==> config.mk <==
export PLATFORM = sky130hd
export DESIGN_NAME = tar_archive_entry_walker_core
export DESIGN_NICKNAME = d
export VERILOG_FILES = /design/src/sv/tar_walk_pkg.sv /design/src/sv/tar_archive_entry_walker_core.sv
export SDC_FILE = /design/constraint.sdc
export NUM_CORES = 2
export LEC_CHECK = 0
export ABC_CLOCK_PERIOD_IN_PS = 9750
export BUFFER_PORTS_ARGS = -buffer_cell sky130_fd_sc_hd__buf_4
export CORE_ASPECT_RATIO = 1.4
export CORE_MARGIN = 2
export CORE_UTILIZATION = 42
export DETAILED_ROUTE_END_ITERATION = 12
export MAX_ROUTING_LAYER = met4
export SLEW_MARGIN = 0
export SYNTH_ARGS = -nofsm -noshare
export SYNTH_HDL_FRONTEND = slang
export SYNTH_SLANG_ARGS = --single-unit
==> constraint.sdc <==
create_clock -name clock -period 9.75 [get_ports clock]
set_clock_uncertainty 0.1 [all_clocks]
set_input_delay 0.975 -clock clock [delete_from_list [all_inputs] [get_ports clock]]
set_output_delay 0.975 -clock clock [all_outputs]
set_load 0.02 [all_outputs]
==> src/sv/tar_walk_pkg.sv <==
// Shared types and constants for the tar archive entry walker.
// Holds header field positions, character codes, result kinds and the walk phase type.
// No dependencies.
package tar_walk_pkg;

   // archive block geometry
   localparam int unsigned BLOCK_BYTES = 512;
   localparam int unsigned IDX_W       = $clog2(BLOCK_BYTES);
   localparam int unsigned POS_W       = 33;
   localparam int unsigned CMP_W       = 34;

   // header field positions
   localparam logic [IDX_W-1:0] SIZE_FIRST = IDX_W'(124);
   localparam logic [IDX_W-1:0] SIZE_LAST  = IDX_W'(135);
   localparam logic [IDX_W-1:0] TYPE_AT    = IDX_W'(156);
   localparam logic [IDX_W-1:0] LAST_IDX   = IDX_W'(BLOCK_BYTES - 1);

   // character codes
   localparam logic [7:0] CHAR_NUL   = 8'h00;
   localparam logic [7:0] CHAR_SPACE = 8'h20;
   localparam logic [7:0] CHAR_DOT   = 8'h2E;
   localparam logic [7:0] CHAR_SLASH = 8'h2F;
   localparam logic [7:0] CHAR_ZERO  = 8'h30;
   localparam logic [7:0] CHAR_SEVEN = 8'h37;
   localparam logic [7:0] CHAR_DIR   = 8'h35;

   // result queue geometry
   localparam int unsigned RSP_DEPTH = 4;
   localparam int unsigned RSP_PTR_W = $clog2(RSP_DEPTH);
   localparam int unsigned RSP_CNT_W = $clog2(RSP_DEPTH + 1);

   typedef enum logic [1:0] {
      KIND_FILE  = 2'd0,
      KIND_END   = 2'd1,
      KIND_TRUNC = 2'd2
   } result_kind_type;

   typedef enum logic [2:0] {
      PH_HEADER = 3'b001,
      PH_SKIP   = 3'b010,
      PH_DONE   = 3'b100
   } walk_phase_type;

   typedef struct packed {
      result_kind_type kind;
      logic [31:0]     header_offset;
      logic [31:0]     name_offset;
      logic [31:0]     data_offset;
      logic [31:0]     size_bytes;
      logic            last_of_run;
   } result_type;

endpackage

==> src/sv/tar_archive_entry_walker_core.sv <==
// Top level of the tar archive entry walker: header parsing, overrun check and result queue.
// Depends on tar_walk_pkg.
//
// The walker takes one archive byte per beat, from offset zero up, and accepts a new byte
// every cycle while req_stall is low. Each byte is folded into the walk state in the cycle
// it is accepted; the results it causes (none, one or two) go into a four-entry result
// queue and leave it one beat per cycle while rsp_stall is low. A byte that ends the header
// of an empty file entry that fits and also ends the walk gives two beats; req_stall rises
// while the queue has fewer than two free entries. After an end or truncation beat, bytes
// are swallowed without results until a byte arrives with req_restart set. csr_write_data
// is the archive size in bytes and should only be written while the walker is idle.
module tar_archive_entry_walker_core (
   input  logic        clock,
   input  logic        reset,
   input  logic        csr_write_en,
   input  logic [31:0] csr_write_data,
   input  logic        req_valid,
   output logic        req_stall,
   input  logic [7:0]  req_data_byte,
   input  logic        req_restart,
   output logic        rsp_valid,
   input  logic        rsp_stall,
   output logic [1:0]  rsp_result_kind,
   output logic [31:0] rsp_header_offset,
   output logic [31:0] rsp_name_offset,
   output logic [31:0] rsp_data_offset,
   output logic [31:0] rsp_size_bytes,
   output logic        rsp_last_of_run
);

   localparam int unsigned IDX_W = tar_walk_pkg::IDX_W;
   localparam int unsigned POS_W = tar_walk_pkg::POS_W;
   localparam int unsigned CMP_W = tar_walk_pkg::CMP_W;
   localparam int unsigned PTR_W = tar_walk_pkg::RSP_PTR_W;
   localparam int unsigned CNT_W = tar_walk_pkg::RSP_CNT_W;
   localparam logic [POS_W-1:0] BLOCK_MASK = POS_W'(tar_walk_pkg::BLOCK_BYTES - 1);

   // configuration
   logic [31:0] archive_size_ff;

   // walk state
   tar_walk_pkg::walk_phase_type phase_ff, phase_in, eff_phase;
   logic [POS_W-1:0] byte_pos_ff, byte_pos_in, eff_pos;
   logic [31:0]      entry_start_ff, entry_start_in, eff_start;
   logic [IDX_W-1:0] hdr_idx_ff, hdr_idx_in, eff_idx;
   logic             any_nz_ff, any_nz_in, eff_any_nz;
   logic [31:0]      octal_ff, octal_in, eff_octal;
   logic             oct_stop_ff, oct_stop_in, eff_oct_stop;
   logic [7:0]       entry_type_ff, entry_type_in, eff_type;
   logic             dot_first_ff, dot_first_in, eff_dot_first;
   logic             dot_slash_ff, dot_slash_in, eff_dot_slash;
   logic [POS_W-1:0] skip_ff, skip_in, eff_skip;

   // results of the current byte
   tar_walk_pkg::result_type res0, res1, end_res, entry_res;
   logic [1:0]       res_cnt;
   logic [POS_W-1:0] rounded;
   logic [CMP_W-1:0] archive_cmp;
   logic [7:0]       b;

   // result queue
   tar_walk_pkg::result_type rsp_q_ff [tar_walk_pkg::RSP_DEPTH];
   logic [PTR_W-1:0] wr_ptr_ff, rd_ptr_ff;
   logic [CNT_W-1:0] count_ff;
   logic             req_accept, rsp_pop;
   logic [1:0]       push_cnt;

   assign req_accept  = req_valid && !req_stall;
   assign rsp_pop     = rsp_valid && !rsp_stall;
   assign b           = req_data_byte;
   assign archive_cmp = CMP_W'(archive_size_ff);

   // state seen by this byte, after an optional restart
   always_comb begin
      if (req_restart) begin
         eff_phase     = tar_walk_pkg::PH_HEADER;
         eff_pos       = '0;
         eff_start     = '0;
         eff_idx       = '0;
         eff_any_nz    = 1'b0;
         eff_octal     = '0;
         eff_oct_stop  = 1'b0;
         eff_type      = '0;
         eff_dot_first = 1'b0;
         eff_dot_slash = 1'b0;
         eff_skip      = '0;
      end else begin
         eff_phase     = phase_ff;
         eff_pos       = byte_pos_ff;
         eff_start     = entry_start_ff;
         eff_idx       = hdr_idx_ff;
         eff_any_nz    = any_nz_ff;
         eff_octal     = octal_ff;
         eff_oct_stop  = oct_stop_ff;
         eff_type      = entry_type_ff;
         eff_dot_first = dot_first_ff;
         eff_dot_slash = dot_slash_ff;
         eff_skip      = skip_ff;
      end
   end

   // per-byte walk update
   always_comb begin
      phase_in       = eff_phase;
      byte_pos_in    = eff_pos;
      entry_start_in = eff_start;
      hdr_idx_in     = eff_idx;
      any_nz_in      = eff_any_nz;
      octal_in       = eff_octal;
      oct_stop_in    = eff_oct_stop;
      entry_type_in  = eff_type;
      dot_first_in   = eff_dot_first;
      dot_slash_in   = eff_dot_slash;
      skip_in        = eff_skip;
      res_cnt        = 2'd0;
      rounded        = '0;

      end_res               = '0;
      end_res.kind          = tar_walk_pkg::KIND_END;
      entry_res             = '0;
      entry_res.kind        = tar_walk_pkg::KIND_FILE;

      unique case (eff_phase)
         tar_walk_pkg::PH_HEADER: begin
            if ((eff_idx == '0) &&
                (CMP_W'(eff_pos) + CMP_W'(tar_walk_pkg::BLOCK_BYTES) > archive_cmp)) begin
               // too little left for another header
               res_cnt  = 2'd1;
               phase_in = tar_walk_pkg::PH_DONE;
            end else begin
               if (eff_idx == '0) begin
                  entry_start_in = eff_pos[31:0];
                  any_nz_in      = 1'b0;
                  octal_in       = '0;
                  oct_stop_in    = 1'b0;
                  entry_type_in  = '0;
                  dot_first_in   = 1'b0;
                  dot_slash_in   = 1'b0;
               end
               if (b != tar_walk_pkg::CHAR_NUL) begin
                  any_nz_in = 1'b1;
               end
               // leading "./" in the name
               if (eff_idx == '0) begin
                  dot_first_in = (b == tar_walk_pkg::CHAR_DOT);
               end else if (eff_idx == IDX_W'(1)) begin
                  dot_slash_in = dot_first_in && (b == tar_walk_pkg::CHAR_SLASH);
               end
               // octal size field: NUL and space skipped, first character outside 0-7 stops
               if ((eff_idx >= tar_walk_pkg::SIZE_FIRST) && (eff_idx <= tar_walk_pkg::SIZE_LAST)
                   && !oct_stop_in && (b != tar_walk_pkg::CHAR_NUL)
                   && (b != tar_walk_pkg::CHAR_SPACE)) begin
                  if ((b < tar_walk_pkg::CHAR_ZERO) || (b > tar_walk_pkg::CHAR_SEVEN)) begin
                     oct_stop_in = 1'b1;
                  end else begin
                     octal_in = {octal_in[28:0], b[2:0]};
                  end
               end
               if (eff_idx == tar_walk_pkg::TYPE_AT) begin
                  entry_type_in = b;
               end
               byte_pos_in = eff_pos + POS_W'(1);
               hdr_idx_in  = eff_idx + IDX_W'(1);

               // end of header block
               rounded = (POS_W'(octal_in) + BLOCK_MASK) & ~BLOCK_MASK;
               entry_res.header_offset = entry_start_in;
               entry_res.name_offset   = entry_start_in + (dot_slash_in ? 32'd2 : 32'd0);
               entry_res.data_offset   = entry_start_in + 32'(tar_walk_pkg::BLOCK_BYTES);
               entry_res.size_bytes    = octal_in;
               if (eff_idx == tar_walk_pkg::LAST_IDX) begin
                  if (!any_nz_in) begin
                     res_cnt  = 2'd1;
                     phase_in = tar_walk_pkg::PH_DONE;
                  end else if (CMP_W'(entry_start_in) + CMP_W'(tar_walk_pkg::BLOCK_BYTES)
                               + CMP_W'(rounded) > archive_cmp) begin
                     entry_res.kind = tar_walk_pkg::KIND_TRUNC;
                     res_cnt        = 2'd1;
                     phase_in       = tar_walk_pkg::PH_DONE;
                  end else begin
                     if (entry_type_in != tar_walk_pkg::CHAR_DIR) begin
                        res_cnt = 2'd1;
                     end
                     if (rounded != '0) begin
                        phase_in = tar_walk_pkg::PH_SKIP;
                        skip_in  = rounded;
                     end else if (CMP_W'(byte_pos_in) + CMP_W'(tar_walk_pkg::BLOCK_BYTES)
                                  > archive_cmp) begin
                        res_cnt  = res_cnt + 2'd1;
                        phase_in = tar_walk_pkg::PH_DONE;
                     end
                  end
               end
            end
         end
         tar_walk_pkg::PH_SKIP: begin
            byte_pos_in = eff_pos + POS_W'(1);
            skip_in     = (eff_skip != '0) ? eff_skip - POS_W'(1) : '0;
            if (skip_in == '0) begin
               phase_in   = tar_walk_pkg::PH_HEADER;
               hdr_idx_in = '0;
               if (CMP_W'(byte_pos_in) + CMP_W'(tar_walk_pkg::BLOCK_BYTES) > archive_cmp) begin
                  res_cnt  = 2'd1;
                  phase_in = tar_walk_pkg::PH_DONE;
               end
            end
         end
         tar_walk_pkg::PH_DONE: begin
         end
         default: begin
         end
      endcase
   end

   // order the beats: an entry or error first, a walk end in the following slot
   always_comb begin
      if ((eff_phase == tar_walk_pkg::PH_HEADER) && (eff_idx == tar_walk_pkg::LAST_IDX)
          && any_nz_in && (res_cnt != 2'd0) && (phase_in != tar_walk_pkg::PH_DONE
          || entry_res.kind == tar_walk_pkg::KIND_TRUNC || res_cnt == 2'd2)) begin
         res0 = entry_res;
      end else begin
         res0 = end_res;
      end
      res1             = end_res;
      res0.last_of_run = (res_cnt == 2'd1);
      res1.last_of_run = 1'b1;
   end

   assign push_cnt = req_accept ? res_cnt : 2'd0;

   // configuration register
   always_ff @(posedge clock) begin
      if (reset) begin
         archive_size_ff <= '0;
      end else if (csr_write_en) begin
         archive_size_ff <= csr_write_data;
      end
   end

   // walk state registers
   always_ff @(posedge clock) begin
      if (reset) begin
         phase_ff       <= tar_walk_pkg::PH_HEADER;
         byte_pos_ff    <= '0;
         entry_start_ff <= '0;
         hdr_idx_ff     <= '0;
         any_nz_ff      <= 1'b0;
         octal_ff       <= '0;
         oct_stop_ff    <= 1'b0;
         entry_type_ff  <= '0;
         dot_first_ff   <= 1'b0;
         dot_slash_ff   <= 1'b0;
         skip_ff        <= '0;
      end else if (req_accept) begin
         phase_ff       <= phase_in;
         byte_pos_ff    <= byte_pos_in;
         entry_start_ff <= entry_start_in;
         hdr_idx_ff     <= hdr_idx_in;
         any_nz_ff      <= any_nz_in;
         octal_ff       <= octal_in;
         oct_stop_ff    <= oct_stop_in;
         entry_type_ff  <= entry_type_in;
         dot_first_ff   <= dot_first_in;
         dot_slash_ff   <= dot_slash_in;
         skip_ff        <= skip_in;
      end
   end

   // result queue storage
   always_ff @(posedge clock) begin
      if (push_cnt != 2'd0) begin
         rsp_q_ff[wr_ptr_ff] <= res0;
      end
      if (push_cnt == 2'd2) begin
         rsp_q_ff[wr_ptr_ff + PTR_W'(1)] <= res1;
      end
   end

   // result queue pointers
   always_ff @(posedge clock) begin
      if (reset) begin
         wr_ptr_ff <= '0;
         rd_ptr_ff <= '0;
         count_ff  <= '0;
      end else begin
         wr_ptr_ff <= wr_ptr_ff + PTR_W'(push_cnt);
         rd_ptr_ff <= rd_ptr_ff + PTR_W'(rsp_pop);
         count_ff  <= count_ff + CNT_W'(push_cnt) - CNT_W'(rsp_pop);
      end
   end

   // room for two beats is needed before a byte is taken
   assign req_stall = (count_ff > CNT_W'(tar_walk_pkg::RSP_DEPTH - 2));

   assign rsp_valid         = (count_ff != '0);
   assign rsp_result_kind   = rsp_q_ff[rd_ptr_ff].kind;
   assign rsp_header_offset = rsp_q_ff[rd_ptr_ff].header_offset;
   assign rsp_name_offset   = rsp_q_ff[rd_ptr_ff].name_offset;
   assign rsp_data_offset   = rsp_q_ff[rd_ptr_ff].data_offset;
   assign rsp_size_bytes    = rsp_q_ff[rd_ptr_ff].size_bytes;
   assign rsp_last_of_run   = rsp_q_ff[rd_ptr_ff].last_of_run;

   // queue never overfills
   assert property (@(posedge clock) disable iff (reset)
      count_ff <= CNT_W'(tar_walk_pkg::RSP_DEPTH))
      else $error("result queue overfilled");

   // a skip in progress always has bytes left
   assert property (@(posedge clock) disable iff (reset)
      (phase_ff == tar_walk_pkg::PH_SKIP) |-> (skip_ff != '0))
      else $error("skip phase with nothing to skip");

   // inside a header the position tracks the header start plus index
   assert property (@(posedge clock) disable iff (reset)
      ((phase_ff == tar_walk_pkg::PH_HEADER) && (hdr_idx_ff != '0))
         |-> (byte_pos_ff[31:0] == entry_start_ff + 32'(hdr_idx_ff)))
      else $error("header index out of step with byte position");

   // a finished walk adds no beats until restarted
   assert property (@(posedge clock) disable iff (reset)
      (req_accept && (phase_ff == tar_walk_pkg::PH_DONE) && !req_restart)
         |=> (count_ff <= $past(count_ff)))
      else $error("result after end of walk");

endmodule

=== Word level (Yosys, flattened, before mapping) ===
Memories as Yosys holds them, arrays and structs flattened. A register that Yosys moved wholly into a read port is not among the register bits.
Index checks and enable logic that the tools add are counted.

* Input port bits: 46
* Register bits: 193
* Output and inout bits: 133
* Word-level logic and storage cells: 184
* Bits in writable memories: 524
* Memories kept: 1
* Bits in latches: 0
* Bits in read-only memories: 0

* Reductions and logical operators: 26
* Bitwise operators: 0
* Divide/modulo/power cells: 0
* Shift-type cells: 0
* Add/subtract/negate cells: 16
* $lt $le $gt $ge: 8
* Muxes and demuxes: 104
* $mul: 0
* Eq/ne operators: 14

{| class="wikitable"
|+ Memory list
! name !! words !! bits a word !! rd ports !! clocked after Yosys merged registers in !! wr ports !! line !! source
|-
| rsp_q_ff || 4 || 131 || 1 || 1 || 2 || tar_archive_entry_walker_core.sv:62 || <nowiki>tar_walk_pkg::result_type rsp_q_ff [tar_walk_pkg::RSP_DEPTH];</nowiki>
|}

{| class="wikitable"
|+ Operators by type and width
! operator !! count
|-
| 32-bit two-way mux || 14
|-
| 33-bit two-way mux || 9
|-
| 130-bit two-way mux || 2
|-
| 33-bit case mux with 2 select lines || 2
|-
| 131-bit two-way mux || 1
|-
| 34-bit by 32-bit > comparator with 1-bit output || 3
|-
| 33-bit by 10-bit adder with 34-bit output (second input constant) || 2
|-
| 33-bit nonzero test || 2
|-
| 8-bit two-way mux || 7
|-
| 1-bit two-way mux || 37
|-
| 33-bit by 33-bit adder with 34-bit output || 1
|-
| 2-bit two-way mux || 17
|-
| 32-bit by 10-bit adder with 33-bit output (second input constant) || 1
|-
| 32-bit by 9-bit adder with 33-bit output (second input constant) || 1
|-
| 33-bit by 1-bit adder with 33-bit output (second input constant) || 1
|-
| 33-bit logical NOT || 1
|-
| 33-bit by 1-bit subtractor with 33-bit output (second input constant) || 1
|-
| 32-bit by 10-bit adder with 32-bit output (second input constant) || 1
|-
| 32-bit by 2-bit adder with 32-bit output || 1
|-
| 3-bit two-way mux || 9
|-
| 9-bit two-way mux || 3
|-
| 9-bit case mux with 2 select lines || 1
|-
| 8-bit by 6-bit == test with 1-bit output (second input constant) || 2
|-
| 8-bit by 6-bit != test with 1-bit output (second input constant) || 2
|-
| 28 further kinds || 47
|}

=== Depth between registers and ports, before layout ===
* Depth after elaboration: 33
* Mapped depth: 48
* Depth with buffers taken out: 43

=== Worst setup path after synthesis ===
Ideal clock, no wire load.

* Path kind: input -> register
* From: input req_restart
* To: register count_ff[2]
* Data arrival time: 10.222 ns
* Stages: 45
* Path slack: -0.700 ns
* Cells stage by stage: clkbuf_1 clkbuf_1 clkbuf_1 clkbuf_1 buf_1 clkbuf_1 clkbuf_1 buf_1 clkbuf_1 clkbuf_1 clkbuf_1 buf_1 nor2b_1 ha_1 and4_1 nand4_1 xnor2_1 o21ai_0 (+9 left out) nor4b_1 mux2i_1 a21boi_0 nand4bb_1 and2_1 ha_1 nor2_1 a21o_1 o21ai_1 nand2_1 ha_1 inv_1 ha_1 inv_1 fa_1 xnor2_1 xnor2_1 nor2_1

* Longest elaborated chain between the ends: 24

{| class="wikitable"
|+ RTL lines
! element !! line !! source
|-
| start, declared || tar_archive_entry_walker_core.sv:20 || <nowiki>input logic req_restart,</nowiki>
|-
| branches (longest 20 deep; another with 33-bit by 33-bit adder with 34-bit output) || n/a ||
|-
| 2-bit case mux with 2 select lines (*) || tar_archive_entry_walker_core.sv:123 || <nowiki>unique case (eff_phase)</nowiki>
|-
| 2-bit two-way mux (*) || tar_archive_entry_walker_core.sv:229 || <nowiki>assign push_cnt = req_accept ? res_cnt : 2'd0;</nowiki>
|-
| 3-bit by 2-bit adder with 3-bit output (*) || tar_archive_entry_walker_core.sv:288 || <nowiki>count_ff <= count_ff + CNT_W'(push_cnt) - CNT_W'(rsp_pop);</nowiki>
|-
| 3-bit by 1-bit subtractor with 3-bit output (*) || tar_archive_entry_walker_core.sv:288 ||
|-
| end signal, assigned || tar_archive_entry_walker_core.sv:288 ||
|-
| end, declared || tar_archive_entry_walker_core.sv:64 || <nowiki>logic [CNT_W-1:0] count_ff;</nowiki>
|}

Every way passes the cells marked *. The select of a mux whose other input is x is not followed.
A chain may end at the register's enable or synchronous reset.

=== Worst setup path after layout ===
* From: register hdr_idx_ff[3]
* To: register count_ff[2]

* Longest elaborated chain between the ends: 24

{| class="wikitable"
|+ RTL lines
! element !! line !! source
|-
| start, declared || tar_archive_entry_walker_core.sv:45 || <nowiki>logic [IDX_W-1:0] hdr_idx_ff, hdr_idx_in, eff_idx;</nowiki>
|-
| start signal, assigned || tar_archive_entry_walker_core.sv:258 || <nowiki>hdr_idx_ff <= hdr_idx_in;</nowiki>
|-
| 9-bit two-way mux (*) || tar_archive_entry_walker_core.sv:75 || <nowiki>if (req_restart) begin</nowiki>
|-
| branches (longest 18 deep; another with 33-bit by 33-bit adder with 34-bit output) || n/a ||
|-
| 2-bit two-way mux (*) || tar_archive_entry_walker_core.sv:125 || <nowiki>if ((eff_idx == '0) &&</nowiki>
|-
| 2-bit case mux with 2 select lines (*) || tar_archive_entry_walker_core.sv:123 ||
|-
| 2-bit two-way mux (*) || tar_archive_entry_walker_core.sv:229 ||
|-
| 3-bit by 2-bit adder with 3-bit output (*) || tar_archive_entry_walker_core.sv:288 ||
|-
| 3-bit by 1-bit subtractor with 3-bit output (*) || tar_archive_entry_walker_core.sv:288 ||
|}

Marks and branches as above.

==> impl_metrics.yaml <==
outcome:
  status: "completed"
route:
  wire_per_inst_um: 24.5
  drtIter0Drc: 2621
  vias: 31800
  ant_nets: 0
  viasPerCell: 6.24
  drc: 0
  dr.pass1.iters: 6
  wl_um: 125000
hold_path:
  hp-class: "register to register"
  min_from: "rsp_q_ff[1][129]"
critical_path:
  cpMaxStageDelayCell: "or4_1"
  cp.required_ps: 10150
  startpoint: "hdr_idx_ff[3]"
  start_kind: "register"
  crit_fanout: 26
  path_buf_inv: 4
  crit_arrival_ps: 9520
  end_kind: "register"
  setup.worst_path.class: "register to register"
  r2r-start: "hdr_idx_ff[3]"
  cp_top_family: "simple AND/OR/NAND/NOR gates"
  max_stage_delay_ps: 880
global_routing:
  gr-total-overflow: 0
  grt_max_degree: 157
  grt_antenna_before_repair: 0
  grt_pass1_wl_um: 191000
  grtUsageTotal: 0.285
  first_global_vias: 30700
power:
  finalPower_mw: 6.91
  power_density_nw_per_um2: 165
  leakage_nw: 16.0
  irDropWorstVdd_v: 0.000172
place:
  dp_cells: 4967
  dp_slack_ps: -288
  place_congestion: 0.981
  dp_hpwl_um: 87900
  portBuffers: 178
die:
  core_um2: 85500
  ios: 179
  num_rows: 127
  dieArea_um2: 88600
  initial_utilization: 0.423
  die_y_um: 351
  die_w_um: 252
synthesis:
  synth.avg_cell_area_um2: 9.46
  synth_area_leader_cell: "dfxtp_1"
  synth_top_area_frac: 0.375
  synth_area_leaders: "dfxtp_1, mux4_2, a22o_1"
  ys.flop_type: "dfxtp_1"
  synthArstFlopShare: 0
  ys_seq_area_frac: 0.375
  synth_nets: 4020
  synth_edf_count: 0
  ys_warn_count: 0
  synthesis.area_um2: 36200
  synthCells: 3825
  ys_seq_elements: 677
  ys_types: 97
sta:
  fmax_ghz: 0.110
  slew_violations: 0
  setup_viol: 0
  worst_slack_ps: 633
  finalCritPeriodShare: 0.935
  post-route-min-period_ps: 9120
  tns_ps: 0
  rsz0062_at_grt: "no"
  tightest_slew_ps: 1070
  hold_viol: 0
  maxSlewHeadroom: 0.284
final_layout:
  fill_cells: 8072
  seqCellArea_um2: 13600
  area_delta_synth_final_pct: 15.8
  post-route-util: 0.490
  final_common_cell: "dfxtp_1"
  stdcell_count: 5100
  final_nets: 4141
  multi_input_area_um2: 20900
  insertedDiodeCount: 0
  drive_gt1_frac: 0.173
  mostFrequentLayoutCells: "dfxtp_1, nor2_1, buf_4"
cts:
  cts_max_path_buffers: 3
  clkSinkCount: 677
  clock-root-buffer: "clkbuf_16"
  clk_pin_slew_ps: 70
  htree_levels: 3
  postCtsHoldBufs: 0
  cts_tree: "done"
  clock_latency_ps: 650
  cts-buffers-inserted: 73
flow_run:
  drv_cap: 0
registers in the layout, summed over array words and instances, names as in the netlist:
signal	cells
phase_ff	3
rd_ptr_ff	2
entry_start_ff	32
wr_ptr_ff	2
oct_stop_ff	1
dot_first_ff	1
rsp_q_ff	484
hdr_idx_ff	9
any_nz_ff	1
octal_ff	32
count_ff	3
archive_size_ff	32
entry_type_ff	8
skip_ff	33
dot_slash_ff	1
byte_pos_ff	33
worst register-to-register path: cells and delay by family, from the launching register on:
family	cells	cell delay, ps
AND/OR/NAND/NOR	10	2750
AO/OA/AOI/OAI	14	2720
adder cells (fa/ha/maj)	5	1490
buffers and inverters	4	640
XOR/XNOR	4	590
flip-flops	1	370
multiplexers	1	340
worst paths after layout:
check | slack, ps | to | cells after the start
max | 630 | count_ff[2] | 38
min | 340 | rsp_q_ff[1][129] | 2
max reg2reg | 630 | count_ff[2] | 38
min reg2reg | 340 | rsp_q_ff[1][129] | 2
kinds of logic (layout without fill, tap and decap cells):
family                     after synthesis  count (layout)  synth area share
AOI/OAI and AO/OA                     1088            1088             0.232
xor gates and xnor gates               182             182            0.0443
adders and majority gates              149             149            0.0519
buffers and inverters                  419             598            0.0502
DFF                                    677             677             0.375
muxes                                  190             190            0.0950
and+or+nand+nor                       1120            1120             0.152
what timing repair did:
item / CTS / global route
setup buffers: 0 / 0
gates resized for setup: 0 / 2
setup endpoints to repair: 0 / 1
cell type report:
type | instances | area share
Multi-Input combinational cell | 2729 | 0.500
Sequential cell | 677 | 0.324
Timing Repair Buffer | 365 | 0.0742
Clock buffer | 106 | 0.0514
Tap cell | 1096 | 0.0327
Clock inverter | 27 | 0.00944
Inverter | 100 | 0.00896
metrics by stage:
stage	hold WS [ps]	area, um^2
6_report	345	41900
5_1_grt	357	41900
4_1_cts	346	41900
3_5_place_dp	335	39300
3_3_place_gp	330	39300
2_1_floorplan	322	36200
synth_stat cells, drive strengths merged, types with 108 or more instances:
cell,count
dfxtp,677
nor2,342
nand2,283
a22o,221
clkbuf,178
a21oi,177
ha,147
o2bb2ai,147
buf,141
mux4,121
o21ai,120
xnor2,112
a22oi,109
a32o,108
power by group:
part	internal, mW	switching (mW)
logic	0.369	0.665
clock network	1.74	1.22
registers	2.80	0.111
total	4.91	2.00
per-layer routing:
layer  share of wire  wire length, um  GRT usage
met2            0.47            59200      0.457
met4           0.054             6730      0.140
met3           0.055             6860     0.0317
met1            0.42            52200      0.359
met5               0                0          -
No activity file was read; power rests on OpenSTA's default activity.
